[src/design/frrl_pkg.sv]
// shared constants, types and state codes for the first repeat run length core
// no dependencies
package frrl_pkg;

  localparam int unsigned RANGE_MAX = 1024;
  localparam int unsigned WORD_W    = 32;
  localparam int unsigned RANGE_W   = 11;
  localparam int unsigned CNT_W     = 11;
  localparam int unsigned ADDR_W    = $clog2(RANGE_MAX);
  localparam int unsigned STEP_W    = $clog2(WORD_W);
  localparam int unsigned EPOCH_W   = 8;

  localparam logic [RANGE_W-1:0] RANGE_RESET = RANGE_W'(365);
  localparam logic [RANGE_W-1:0] RANGE_ONE   = RANGE_W'(1);
  localparam logic [RANGE_W-1:0] RANGE_TOP   = RANGE_W'(RANGE_MAX);

  localparam logic [CNT_W-1:0] DRAWS_MIN = CNT_W'(2);
  localparam logic [CNT_W-1:0] DRAWS_MAX = CNT_W'(RANGE_MAX + 1);

  localparam logic [EPOCH_W-1:0] EPOCH_NONE  = '0;
  localparam logic [EPOCH_W-1:0] EPOCH_FIRST = EPOCH_W'(1);
  localparam logic [EPOCH_W-1:0] EPOCH_LAST  = '1;

  localparam logic [WORD_W-1:0] WORD_TOP = '1;

  typedef struct packed {
    logic [WORD_W-1:0]  quot_word;
    logic [WORD_W-1:0]  quot_top;
    logic [RANGE_W-1:0] rem_word;
    logic [RANGE_W-1:0] rem_top;
  } div_res_t;

  typedef struct packed {
    logic busy;
    logic done;
  } div_stat_t;

  typedef enum logic [4:0] {
    ST_CLEAR = 5'b00001,
    ST_IDLE  = 5'b00010,
    ST_DIV   = 5'b00100,
    ST_LOOK  = 5'b01000,
    ST_CHECK = 5'b10000
  } state_e;

endpackage

[src/design/frrl_div.sv]
// bit-serial restoring divider, one quotient bit per cycle
// divides the word and the all-ones limit by the same range; depends on frrl_pkg
module frrl_div import frrl_pkg::*; (
  input  logic               clk_i,
  input  logic               rst_ni,
  input  logic               start_i,
  input  logic [WORD_W-1:0]  word_i,
  input  logic [RANGE_W-1:0] range_i,
  output div_stat_t          stat_o,
  output div_res_t           res_o
);

  logic [WORD_W-1:0]  wq_q, wq_d, tq_q, tq_d;
  logic [RANGE_W-1:0] wr_q, wr_d, tr_q, tr_d;
  logic [STEP_W-1:0]  step_q, step_d;
  logic               busy_q, busy_d, done_q, done_d;
  logic [RANGE_W:0]   w_sh, t_sh, w_sub, t_sub;
  logic               w_ge, t_ge;

  // one compare-subtract per lane
  always_comb begin
    w_sh  = {wr_q, wq_q[WORD_W-1]};
    t_sh  = {tr_q, tq_q[WORD_W-1]};
    w_ge  = (w_sh >= {1'b0, range_i});
    t_ge  = (t_sh >= {1'b0, range_i});
    w_sub = w_ge ? (w_sh - {1'b0, range_i}) : w_sh;
    t_sub = t_ge ? (t_sh - {1'b0, range_i}) : t_sh;
  end

  always_comb begin
    wq_d   = wq_q;
    tq_d   = tq_q;
    wr_d   = wr_q;
    tr_d   = tr_q;
    step_d = step_q;
    busy_d = busy_q;
    done_d = 1'b0;
    if (start_i) begin
      wq_d   = word_i;
      tq_d   = WORD_TOP;
      wr_d   = '0;
      tr_d   = '0;
      step_d = '0;
      busy_d = 1'b1;
    end else if (busy_q) begin
      wq_d   = {wq_q[WORD_W-2:0], w_ge};
      tq_d   = {tq_q[WORD_W-2:0], t_ge};
      wr_d   = w_sub[RANGE_W-1:0];
      tr_d   = t_sub[RANGE_W-1:0];
      step_d = step_q + STEP_W'(1);
      if (step_q == '1) begin
        busy_d = 1'b0;
        done_d = 1'b1;
      end
    end
  end

  always_ff @(posedge clk_i or negedge rst_ni) begin
    if (!rst_ni) begin
      step_q <= '0;
      busy_q <= 1'b0;
      done_q <= 1'b0;
    end else begin
      step_q <= step_d;
      busy_q <= busy_d;
      done_q <= done_d;
    end
  end

  always_ff @(posedge clk_i) begin
    wq_q <= wq_d;
    tq_q <= tq_d;
    wr_q <= wr_d;
    tr_q <= tr_d;
  end

  assign stat_o = '{busy: busy_q, done: done_q};
  assign res_o  = '{quot_word: wq_q, quot_top: tq_q, rem_word: wr_q, rem_top: tr_q};

endmodule

[config.mk]
export PLATFORM = sky130hd
export DESIGN_NAME = frrl_div
export DESIGN_NICKNAME = d
export VERILOG_FILES = /design/src/design/frrl_pkg.sv /design/src/design/frrl_div.sv
export SDC_FILE = /design/constraint.sdc
export NUM_CORES = 1
export LEC_CHECK = 0
export BUFFER_PORTS_ARGS = -buffer_cell sky130_fd_sc_hd__clkbuf_2
export CORE_MARGIN = 5
export CORE_UTILIZATION = 43
export DETAILED_ROUTE_END_ITERATION = 6
export PLACE_DENSITY_LB_ADDON = 0.12
export SYNTH_ARGS = -nofsm -noshare
export SYNTH_HDL_FRONTEND = slang
export SYNTH_SLANG_ARGS = --single-unit
[constraint.sdc]
create_clock -name clk_i -period 2.5 [get_ports clk_i]
set_input_delay 0.375 -clock clk_i [delete_from_list [all_inputs] [get_ports clk_i]]
set_output_delay 0.375 -clock clk_i [all_outputs]
set_load 0.02 [all_outputs]
==> impl_metrics.ini <==
[clock_network]
clk_pin_slew_ns = 0.07
htree_levels = 3
clock_latency_ns = 0.34
clk_path_buf_depth = 2
cts_tree = done
cts_buffers = 9
cts_sinks = 93
clockRootBuffer = clkbuf_16

[die]
fp.dieArea_um2 = 13880
die_w_um = 117.8
fp.dieH_um = 117.8
core_area_um2 = 11420
rows = 39
start_util_pct = 43.77
design.portCount = 134

[worst_setup_path]
timing.rr.start = wq_q[31]$_DFFE_PP_
critPathLaunch = wq_q[31]$_DFFE_PP_
cp_max_fo = 8
crit_path_end_kind = flip-flop
reg2reg_depth = 10
rrSetupSlack_ns = 0.13
critPathKind = flip-flop to flip-flop
required_ns = 2.75
critPathCapture = wr_q[5]$_SDFFE_PP0P_
arrival_ns = 2.62
start_kind = flip-flop
rr_endpoint = wr_q[5]$_SDFFE_PP0P_

[placed_design]
gp_congestion = 0.8873
port_buffers = 133
pre_cts_slack_ns = -0.06870
place_area_um2 = 5863
hpwlAfterDp_um = 9079

[timing]
final-setup-viol-count = 0
slew_headroom_pct = 62.33
fmax_ghz = 0.4214
hold_ws_ns = 0.3364
layout_min_cycle_time_ns = 2.373
period_share_pct = 94.92
rsz0062_at_grt = true
slew_viol_final = 0
worst_slew_pin_slew_ns = 0.5603
setup_slack_ns = 0.1270
hold_viol = 0
fin_skew_ns = 0.007061

[synthesis]
syn_inst = 485
synth_top_family_by_area = multiplexers
ys.warnings.count = 0
yosysSeqAreaShare_pct = 44.37
synth-seq-cells = 93
syn_area_um2 = 4997
synth_ff_type = dfxtp_1
muxShareOfSynthArea_pct = 15.52
synthAdderAreaFrac_pct = 6.810
yosys.area_share.simple_pct = 12.69
ys_types = 62
async_flop_share_pct = 7.527
syn_nets = 557
synth-xor-area-share_pct = 1.928
avgSynthCellArea_um2 = 10.30
synth_compound_area_share_pct = 14.45
synth-edff-count = 32

[route]
drt_iter0_markers = 235
vias = 4130
detail_route.vias_per_cell = 5.364
antenna_left = 0
drt_pass1_iterations = 4
routedWlPerCell_um = 16.31
routed_wl_um = 12560
drc = 0

[worst_hold_path]
hold_class = input port to flip-flop
hold_depth = 2

[flow_run]
max_cap_viol_count = 0

[cells_and_area]
fin_util_pct = 54.88
seqCellArea_um2 = 2220
area_growth_pct = 25.39
finish.instance_area_um2 = 6266
final_layout_size_suffix_gt1_share_pct = 34.77
fill_cells = 1042
num_antenna_cells = 0
fin_nets = 694
multi_input_area_um2 = 2606

[global_routing]
grt_max_degree = 78
antenna_found_initial = 0
first_global_vias = 4059
grt_overflow = 0
grtUsageTotal_pct = 17.19
grt_first_pass_wirelength_um = 19940

[outcome]
status = complete, no violations

[power]
vdd_ir_drop_max_uv = 533.8
power.density_nw_per_um2 = 784.2
leakagePower_nw = 2.974
total_power_mw = 4.914
==> layout by cell type, fill, tap and decap left out, drive strengths merged, types with 11 or more instances in the layout <==
| cell type | Yosys | routed |
|---|---|---|
| nand2 | 49 | 49 |
| nand3 | 11 | 11 |
| buf | 12 | 20 |
| dfxtp | 54 | 54 |
| a311oi | 12 | 12 |
| mux2i | 40 | 40 |
| edfxtp | 32 | 32 |
| inv | 21 | 24 |
| clkbuf | 16 | 144 |
| mux2 | 33 | 33 |
| ha | 24 | 24 |
| o21ai | 22 | 22 |
| nor2 | 42 | 42 |
| a21oi | 13 | 13 |
==> per-stage QoR <==
stage | TNS [ns] | std cells
after floorplan | 0 | 485
after global placement | -0.004115 | 750
after detailed placement | -0.08622 | 750
after CTS | 0 | 767
after global routing | -0.04777 | 770
final | 0 | 770
==> final cells by class <==
class	instances	area share, %
multi-input combinational	343	41.59
clock buffer	11	4.213
timing repair buffer	154	13.66
clock inverter	5	0.9984
sequential	93	35.42
tap	143	2.855
inverter	21	1.258
==> synthesized netlist by cell type (all sizes together), types with 6 or more instances <==
cell type	instances	area (µm²)
nand2b	6	37.54
o21a	6	45.04
a311oi	12	111.4
nand2	49	183.9
clkbuf	16	60.06
nand3	11	55.05
o21ai	22	113.9
nand4	6	37.54
xnor2	7	61.31
inv	21	78.83
mux2i	40	400.4
a21oi	13	80.08
edfxtp	32	960.9
buf	12	72.57
mux2	33	375.4
dfrtp	7	175.2
nor2	42	157.7
a211oi	7	57.55
dfxtp	54	1081
ha	24	300.3
==> state kept, by name, summed over array words and instances, names as in the netlist <==
register  flops
wr_q         11
done_q        1
busy_q        1
step_q        5
tq_q         32
tr_q         11
wq_q         32
==> how the worst min path moves through the flow <==
stage | from | end | slack (ns)
global route | word_i[10] | wq_q[10]$_DFFE_PP_ | 0.32
finish | word_i[19] | wq_q[19]$_DFFE_PP_ | 0.34
global placement | rst_ni | step_q[3]$_DFFE_PN0P_ | 0.22
CTS | word_i[7] | wq_q[7]$_DFFE_PP_ | 0.32
detailed placement | rst_ni | step_q[4]$_DFFE_PN0P_ | 0.23
floorplan | rst_ni | busy_q$_DFF_PN0_ | 0.08
==> layer usage <==
metal | part of all wire (%) | vias up | global-route usage (%)
li1 | - | 2054 | -
met1 | 45 | 1959 | 22.18
met2 | 49 | 108 | 28.11
met3 | 5.1 | 9 | 5.142
met4 | 0.86 | 0 | 4.516
met5 | 0 | - | 0
==> power breakdown <==
| part | internal, mW | switching [mW] |
|---|---|---|
| clock network | 0.874 | 0.615 |
| registers | 1.72 | 0.151 |
| logic | 0.655 | 0.894 |
==> logic make-up after synthesis <==
group                      Yosys count
AOI/OAI and AO/OA                   94
xor gates and xnor gates            11
adders and majority gates           26
buffers and inverters               49
DFF                                 93
muxes                               73
and+or+nand+nor                    139
==> timing repair <==
item | CTS | global route
buffers inserted | 0 | 2
hold endpoints to repair | 7 | 0
gates resized for setup | 1 | 10
pin swaps | 0 | 8
setup endpoints to repair | 1 | 20
hold buffers | 1 | 0
cloned | 0 | 1
==> worst max-delay path, stage by stage (launching register included) <==
cell      delay [ns]
edfxtp_1        0.41
inv_2           0.10
ha_4            0.13
fa_2            0.19
and2b_1         0.19
o31a_1          0.34
o21ai_2         0.22
a21oi_4         0.14
buf_2           0.18
nand2b_1        0.15
a311oi_2        0.24
(Power assumes the default switching activity.)
